==> src/design/dcfl_pkg.sv <==
package dcfl_pkg;

    localparam int DEF_TAP_COUNT   = 51;
    localparam int DEF_SAMPLE_BITS = 16;
    localparam int COEF_TABLE_LEN  = 51;
    localparam int COEF_BITS       = 16;
    localparam int COEF_FRAC_BITS  = 15;

    typedef logic signed [COEF_BITS-1:0] t_coef;

    // Q1.15 low-pass taps, symmetric, summing to 32768 (unity DC gain)
    localparam t_coef COEF_TABLE [COEF_TABLE_LEN] = '{
        16'sd0,    16'sd5,    16'sd13,   16'sd23,   16'sd39,
        16'sd61,   16'sd91,   16'sd131,  16'sd180,  16'sd240,
        16'sd312,  16'sd393,  16'sd485,  16'sd585,  16'sd691,
        16'sd801,  16'sd914,  16'sd1025, 16'sd1133, 16'sd1234,
        16'sd1325, 16'sd1403, 16'sd1467, 16'sd1514, 16'sd1543,
        16'sd1552, 16'sd1543, 16'sd1514, 16'sd1467, 16'sd1403,
        16'sd1325, 16'sd1234, 16'sd1133, 16'sd1025, 16'sd914,
        16'sd801,  16'sd691,  16'sd585,  16'sd485,  16'sd393,
        16'sd312,  16'sd240,  16'sd180,  16'sd131,  16'sd91,
        16'sd61,   16'sd39,   16'sd23,   16'sd13,   16'sd5,
        16'sd0
    };

    // Taps beyond the table weigh zero
    function automatic t_coef coef_at(input int unsigned idx);
        t_coef c;
        c = '0;
        if (idx < COEF_TABLE_LEN) begin
            c = COEF_TABLE[idx];
        end
        return c;
    endfunction

    typedef struct packed {
        logic clr;
        logic mul_en;
        logic acc_en;
    } t_mac_ctrl;

endpackage

==> src/design/dcfl_mac.sv <==
module dcfl_mac #(
    parameter int SAMPLE_BITS = 16
) (
    input  logic                          i_clk,
    input  dcfl_pkg::t_mac_ctrl           i_ctrl,
    input  logic signed [SAMPLE_BITS-1:0] i_sample,
    input  dcfl_pkg::t_coef               i_coef,
    output logic signed [SAMPLE_BITS-1:0] o_result
);
    import dcfl_pkg::*;

    localparam int PW   = SAMPLE_BITS + COEF_BITS;
    localparam int AW   = PW + 1;
    localparam int MAXI = (1 <<< (SAMPLE_BITS - 1)) - 1;
    localparam int MINI = -(1 <<< (SAMPLE_BITS - 1));
    localparam int HALF = 1 <<< (COEF_FRAC_BITS - 1);

    localparam logic signed [AW-1:0] SAT_MAX = AW'(MAXI);
    localparam logic signed [AW-1:0] SAT_MIN = AW'(MINI);
    localparam logic signed [AW-1:0] RND     = AW'(HALF);

    logic signed [PW-1:0] r_prod;
    logic signed [AW-1:0] r_acc;
    logic signed [AW-1:0] w_sum;
    logic signed [AW-1:0] w_rnd;

    always_ff @(posedge i_clk) begin
        if (i_ctrl.mul_en) begin
            r_prod <= i_sample * i_coef;
        end
        if (i_ctrl.clr) begin
            r_acc <= '0;
        end else if (i_ctrl.acc_en) begin
            r_acc <= r_acc + AW'(r_prod);
        end
    end

    // round half up, then clamp
    always_comb begin
        w_sum = r_acc + RND;
        w_rnd = w_sum >>> COEF_FRAC_BITS;
        if (w_rnd > SAT_MAX) begin
            o_result = SAT_MAX[SAMPLE_BITS-1:0];
        end else if (w_rnd < SAT_MIN) begin
            o_result = SAT_MIN[SAMPLE_BITS-1:0];
        end else begin
            o_result = w_rnd[SAMPLE_BITS-1:0];
        end
    end

endmodule

==> src/design/dual_channel_fir_lowpass.sv <==
// Dual-channel low-pass FIR: each input transfer carries one red and one infrared sample;
// both are written side by side into one circular sample memory (TAP_COUNT entries), and
// then every tap is read back, newest first, one entry a cycle, feeding two registered
// multiply-accumulate units (one per channel) with the symmetric Q1.15 coefficients.
// The sums are rounded half up and saturated to signed SAMPLE_BITS. Each item passes through
// an accept, TAP_COUNT reads through the single read port of the sample memory, a drain of
// the read/multiply/accumulate pipeline and the load of the result, before the next input
// transfer can be taken; the load waits for a free output register.
// One item is worked on at a time; a finished result sits in the output register, so the
// next item may be taken while it waits. After reset the delay lines read as zero: a fill
// count masks taps not yet written, so no clearing pass is needed.
module dual_channel_fir_lowpass #(
    parameter int TAP_COUNT   = dcfl_pkg::DEF_TAP_COUNT,
    parameter int SAMPLE_BITS = dcfl_pkg::DEF_SAMPLE_BITS
) (
    input  logic                          i_clk,
    input  logic                          i_rst_n,
    input  logic                          i_valid,
    output logic                          o_ready,
    input  logic signed [SAMPLE_BITS-1:0] i_sample_red,
    input  logic signed [SAMPLE_BITS-1:0] i_sample_ir,
    output logic                          o_valid,
    input  logic                          i_ready,
    output logic signed [SAMPLE_BITS-1:0] o_filtered_red,
    output logic signed [SAMPLE_BITS-1:0] o_filtered_ir
);
    import dcfl_pkg::*;

    localparam int KW = $clog2(TAP_COUNT);
    localparam int FW = $clog2(TAP_COUNT + 1);
    localparam logic [KW-1:0] LAST_K = KW'(TAP_COUNT - 1);
    localparam logic [FW-1:0] FULL   = FW'(TAP_COUNT);

    typedef enum logic [2:0] {
        S_IDLE  = 3'b001,
        S_RUN   = 3'b010,
        S_DRAIN = 3'b100
    } t_state;

    t_state r_state, n_state;

    // sample memory: red in the upper half, infrared in the lower
    logic [2*SAMPLE_BITS-1:0] mem [TAP_COUNT];
    logic [2*SAMPLE_BITS-1:0] r_rd;

    logic [KW-1:0] r_wp;     // next write slot
    logic [KW-1:0] r_rp;     // slot being read
    logic [KW-1:0] r_k;      // tap being read
    logic [KW-1:0] r_k1;     // tap of the data in r_rd
    logic [FW-1:0] r_fill;   // samples written since reset, capped
    logic          r_v1;     // r_rd holds a tap
    logic          r_v2;     // products hold a tap

    logic          r_out_valid;
    logic signed [SAMPLE_BITS-1:0] r_out_red;
    logic signed [SAMPLE_BITS-1:0] r_out_ir;

    logic          w_accept;
    logic          w_load;
    t_coef         w_coef;
    t_mac_ctrl     w_ctrl;
    logic [2*SAMPLE_BITS-1:0] w_rd;
    logic signed [SAMPLE_BITS-1:0] w_res_red;
    logic signed [SAMPLE_BITS-1:0] w_res_ir;

    assign o_ready  = (r_state == S_IDLE);
    assign w_accept = i_valid && o_ready;
    // result complete once the pipeline has emptied; wait for a free output register
    assign w_load   = (r_state == S_DRAIN) && !r_v1 && !r_v2 && (!r_out_valid || i_ready);

    // taps not yet written since reset feed zero samples
    always_comb begin
        w_coef = coef_at(32'(r_k1));
        w_rd   = '0;
        if (FW'(r_k1) < r_fill) begin
            w_rd = r_rd;
        end
        w_ctrl.clr    = w_accept;
        w_ctrl.mul_en = r_v1;
        w_ctrl.acc_en = r_v2;
    end

    always_comb begin
        n_state = r_state;
        unique case (r_state)
            S_IDLE: begin
                if (w_accept) begin
                    n_state = S_RUN;
                end
            end
            S_RUN: begin
                if (r_k == LAST_K) begin
                    n_state = S_DRAIN;
                end
            end
            S_DRAIN: begin
                if (w_load) begin
                    n_state = S_IDLE;
                end
            end
            default: n_state = S_IDLE;
        endcase
    end

    // memory: write on input transfer, read one slot every cycle
    always_ff @(posedge i_clk) begin
        if (w_accept) begin
            mem[r_wp] <= {i_sample_red, i_sample_ir};
        end
        r_rd <= mem[r_rp];
    end

    always_ff @(posedge i_clk) begin
        if (!i_rst_n) begin
            r_state     <= S_IDLE;
            r_wp        <= '0;
            r_rp        <= '0;
            r_k         <= '0;
            r_k1        <= '0;
            r_fill      <= '0;
            r_v1        <= 1'b0;
            r_v2        <= 1'b0;
            r_out_valid <= 1'b0;
        end else begin
            r_state <= n_state;
            r_v1    <= (r_state == S_RUN);
            r_v2    <= r_v1;
            r_k1    <= r_k;
            if (w_accept) begin
                // start reading at the slot just written: tap 0 is the newest sample
                r_rp <= r_wp;
                r_k  <= '0;
                r_wp <= (r_wp == LAST_K) ? '0 : r_wp + 1'b1;
                if (r_fill != FULL) begin
                    r_fill <= r_fill + 1'b1;
                end
            end else if (r_state == S_RUN) begin
                // step back through the ring towards older samples
                r_rp <= (r_rp == '0) ? LAST_K : r_rp - 1'b1;
                r_k  <= r_k + 1'b1;
            end
            if (w_load) begin
                r_out_valid <= 1'b1;
            end else if (i_ready) begin
                r_out_valid <= 1'b0;
            end
        end
    end

    always_ff @(posedge i_clk) begin
        if (w_load) begin
            r_out_red <= w_res_red;
            r_out_ir  <= w_res_ir;
        end
    end

    dcfl_mac #(
        .SAMPLE_BITS(SAMPLE_BITS)
    ) u_mac_red (
        .i_clk   (i_clk),
        .i_ctrl  (w_ctrl),
        .i_sample(w_rd[2*SAMPLE_BITS-1:SAMPLE_BITS]),
        .i_coef  (w_coef),
        .o_result(w_res_red)
    );

    dcfl_mac #(
        .SAMPLE_BITS(SAMPLE_BITS)
    ) u_mac_ir (
        .i_clk   (i_clk),
        .i_ctrl  (w_ctrl),
        .i_sample(w_rd[SAMPLE_BITS-1:0]),
        .i_coef  (w_coef),
        .o_result(w_res_ir)
    );

    assign o_valid        = r_out_valid;
    assign o_filtered_red = r_out_red;
    assign o_filtered_ir  = r_out_ir;

endmodule

==> config.mk <==
export PLATFORM = sky130hd
export DESIGN_NAME = dual_channel_fir_lowpass
export DESIGN_NICKNAME = d
export VERILOG_FILES = /design/src/design/dcfl_pkg.sv /design/src/design/dcfl_mac.sv /design/src/design/dual_channel_fir_lowpass.sv
export SDC_FILE = /design/constraint.sdc
export NUM_CORES = 2
export LEC_CHECK = 0
export BUFFER_PORTS_ARGS = -buffer_cell sky130_fd_sc_hd__clkbuf_2
export CAP_MARGIN = 10
export CELL_PAD_IN_SITES_DETAIL_PLACEMENT = 1
export CELL_PAD_IN_SITES_GLOBAL_PLACEMENT = 1
export CORE_ASPECT_RATIO = 0.9
export CORE_MARGIN = 2
export CORE_UTILIZATION = 55
export DETAILED_ROUTE_END_ITERATION = 8
export HOLD_SLACK_MARGIN = 0.02
export PLACE_DENSITY_LB_ADDON = 0.1
export RECOVER_POWER = 100
export SYNTH_ARGS = -nofsm -noshare
export SYNTH_HDL_FRONTEND = slang
export SYNTH_SLANG_ARGS = --single-unit
==> constraint.sdc <==
create_clock -name i_clk -period 9.4 [get_ports i_clk]
set_input_delay 2.82 -clock i_clk [delete_from_list [all_inputs] [get_ports i_clk]]
set_output_delay 2.82 -clock i_clk [all_outputs]
set_load 0.01 [all_outputs]
==> summary.md <==
| Metric | Value |
|---|---|
| IO Port Bufs | 69 |
| Worst Skew | 83.0 ps |
| Worst hold start | u_mac_ir.r_acc[4] |
| Rel. slew slack | -162% |
| Syn nets | 6176 |
| Initial antenna violation count | 13 |
| Total number of yosys warnings | 0 |
| Origin of the critical flop-to-flop path | r_k1[0] |
| Vias in the first global route | 52700 |
| Max-cap violations | 100 |
| I/O pins | 70 |
| Critical path class | reg2reg |
| Post-synth top cells | edfxtp_1 (1728), inv_1 (453), mux4_2 (450) |
| CP Capture Type | flip-flop |
| Sequential share of the synthesized area | 61.2% |
| Peak Freq | 0.116 GHz |
| Status | finished, violations left |
| Mapped Cells | 5544 |
| Endpoints failing hold | 0 |
| Syn_area_per_cell | 16.1 um2 |
| Part of the power in registers | 51.6% |
| Share of the synthesized area in the top cell type | 58.2% |
| GRT Total Usage | 28.3% |
| Most used DFF post-synth | edfxtp_1 |
| Post-synth top area cell | edfxtp_1 |
| H-tree depth | 4 |
| Internal | 13.9 mW |
| Maximum vdd drop | 0.000219 V |
| Static Leakage | 34.0 nW |
| Setup crit start kind | flip-flop |
| First-pass GRT wire length | 345 mm |
| CP arrival | 9200 ps |
| Core Region | 162000 um2 |
| Slew @ Worst Pin | 3920 ps |
| Row cnt | 140 |
| GP Congestion | 0.819 |
| 1st-pass router iterations | 5 |
| Hpwl dp | 138 mm |
| Post-synth EDFFs | 1728 |
| Setup TNS Final | 0 ps |
| Multi-input combinational cell area | 32000 um2 |
| Clock tree buffer depth | 3 |
| Share of layout cells above drive strength 1 | 14.7% |
| Ys async rst share | 0% |
| Worst Hold Depth | 2 |
| Slowest CP cell | dfxtp_1 |
| Sw Pwr | 4.34 mW |
| Die ar. | 165000 um2 |
| Fillers | 14500 |
| DR vias/cell | 6.19 |
| Critical Path RT | 9970 ps |
| Comb pwr share | 7.7% |
| Power per cell area | 186 nW/um2 |
| Post-Syn Area | 89200 um2 |
| Area Overhead vs Synth | 9.79% |
| RR Endpoint | u_mac_red.r_prod[28] |
| Routed wire length | 229 mm |
| Hold endpoint | u_mac_ir.r_acc[4] |
| Total power draw | 18.2 mW |
| Largest net degree at the start of global routing | 120 |
| WL/cell | 29.0 um |
| Failing checks | capacitance limit, slew limit |
| Initial core utilization | 55.2% |
| Slew Viols, Final | 3851 |
| Via count | 49000 |
| Hold bufs inserted after CTS | 0 |
| Hold WC Path Type | reg2reg |
| CTS tree | done |
| Storage cell area | 54600 um2 |
| Min cycle time layout | 8620 ps |
| #FFs+latches synth | 1862 |
| First DRT Iteration DRCs | 4445 |
| DIE WIDTH | 428 um |
| Count leader, synth | edfxtp_1 |
| Final Cycle Share | 91.7% |
| Synth cell types | 86 |
| Net Sw Frac | 23.8% |
| Synth area leaders | edfxtp_1 (58%), mux4_2 (11%), fa_1 (7.5%), ha_1 (3.7%), dfxtp_1 (3.0%) |
| Clk pwr share | 40.8% |
| Clock-pin slew on the worst setup and hold paths | 60 ps |
| DRC violations left | 0 |
| CTS Buf Count | 182 |
| Reg2Reg Depth | 27 |
| Root Driver | clkbuf_16 |
| Die height | 386 um |
| CTS Sinks | 1862 |
| Fin nets | 6261 |
| Endpoints failing setup | 0 |
| CP max FO | 15 |
| Insertion delay to the later sink of the worst-skew pair | 860 ps |
| Most frequent CP cell | fa_1 |
| R2R setup slack | 780 ps |
| RSZ-0062 raised after global routing | false |
| Crit path largest cell delay | 580 ps |
| Total grt overflow | 0 |
| DRT antenna net count | 0 |
## registers in the layout (all words and copies together) (netlist names)
| signal | flops |
|---|---|
| u_mac_ir.r_acc | 33 |
| r_v1 | 1 |
| o_filtered_red | 16 |
| r_k1 | 6 |
| mem | 1632 |
| u_mac_ir.r_prod | 32 |
| r_rp | 6 |
| r_fill | 6 |
| u_mac_red.r_acc | 33 |
| o_valid | 1 |
| r_state | 3 |
| r_rd | 32 |
| r_k | 6 |
| r_wp | 6 |
| o_filtered_ir | 16 |
| r_v2 | 1 |
| u_mac_red.r_prod | 32 |
## worst max path at each step
stage	from	end	slack [ps]	depth (start not counted)
6_report	r_k1[0]	u_mac_red.r_prod[28]	780	27
5_1_grt	r_k1[0]	u_mac_red.r_prod[28]	70	32
4_1_cts	r_k1[1]	u_mac_red.r_prod[28]	380	27
3_5_place_dp	r_k1[1]	u_mac_red.r_prod[28]	390	27
3_3_place_gp	r_k1[1]	u_mac_red.r_prod[28]	600	27
2_1_floorplan	r_k1[1]	u_mac_red.r_prod[28]	1520	29
## cells in the final DEF (no fill, tap or decap), types with 31 or more instances in the layout
cell,synthesis,final
a211oi_1,40,38
a21o_1,44,44
a21oi_1,151,149
and2_1,287,265
buf_4,8,38
clkbuf_1,168,163
clkbuf_16,0,183
clkinv_1,0,43
clkinv_2,0,33
dfxtp_1,134,127
edfxtp_1,1728,1728
fa_1,332,332
ha_1,264,264
inv_1,453,453
mux2_2,35,31
mux2i_1,127,127
mux4_2,450,450
nand2_1,269,269
nand2b_1,31,31
nand3_1,35,35
nor2_1,236,205
nor2b_1,40,40
o21ai_0,180,181
xnor2_1,85,85
xor2_1,51,51
## area by class of cell
class                   instances  share of cell area, %
repair buffers                171                  0.842
clock buffers                 223                   4.85
flip-flops and latches       1862                   55.8
clock inverters               114                   1.38
inverters                     454                   1.74
diodes                          3                0.00767
well taps                    2130                   2.72
multi-input cells            2958                   32.7
## power groups by stage
stage / Combinational, mW / Sequential [mW] / Clock (mW)
detailed placement: 1.37 / 9.58 / 0
finish: 1.40 / 9.41 / 7.44
floorplan: 0.969 / 9.33 / 0
global route: 1.50 / 9.42 / 7.82
global placement: 1.33 / 9.57 / 0
CTS: 1.38 / 9.40 / 7.54
## metal layers
metal  wire length (um)  vias up  global-route usage, %
met5                  0        -                      0
met4               6390        0                   8.09
met3              16100      366                   4.42
met2             115000     1837                   48.3
met1              92200    26000                   38.2
li1                   -    20900                      -
## repair_timing
item | 4_1_cts | 5_1_grt
setup endpoints to repair | 0 | 7
resized for setup | 0 | 2
buffers inserted | 0 | 0
## logic make-up (layout without fill, tap and decap cells)
group,count (synthesis),after routing,share of synthesized area (%)
mux,612,612,13.2
simple gates,1008,1008,5.65
fa+ha+maj,596,596,11.2
compound gates,606,606,4.25
xor+xnor,136,136,1.34
other cells,0,3,0
buf+inv,724,962,3.18
flops,1862,1862,61.2
## critical path: cells and delay by family (launching register included)
kind,cells,cell delay (ps)
compound gates,10,2080
xor+xnor,1,90
fa+ha+maj,8,3840
buf+inv,4,370
flops,1,580
mux,1,480
simple gates,3,920
## metrics by stage
step                      utilization [%]  std cells  instance area [um2]  hold WS, ps  setup WS [ps]
after floorplan                         -       5544                89200          445           1520
after global placement               57.2       7574                92400          453            603
after detailed placement             57.2       7575                92400          472            395
after CTS                            61.0       7912                98500          491            378
after global routing                 60.6       7914                97900          515           71.9
final                                60.6       7915                97900          489            777
Power figures use the tool's default switching activity.
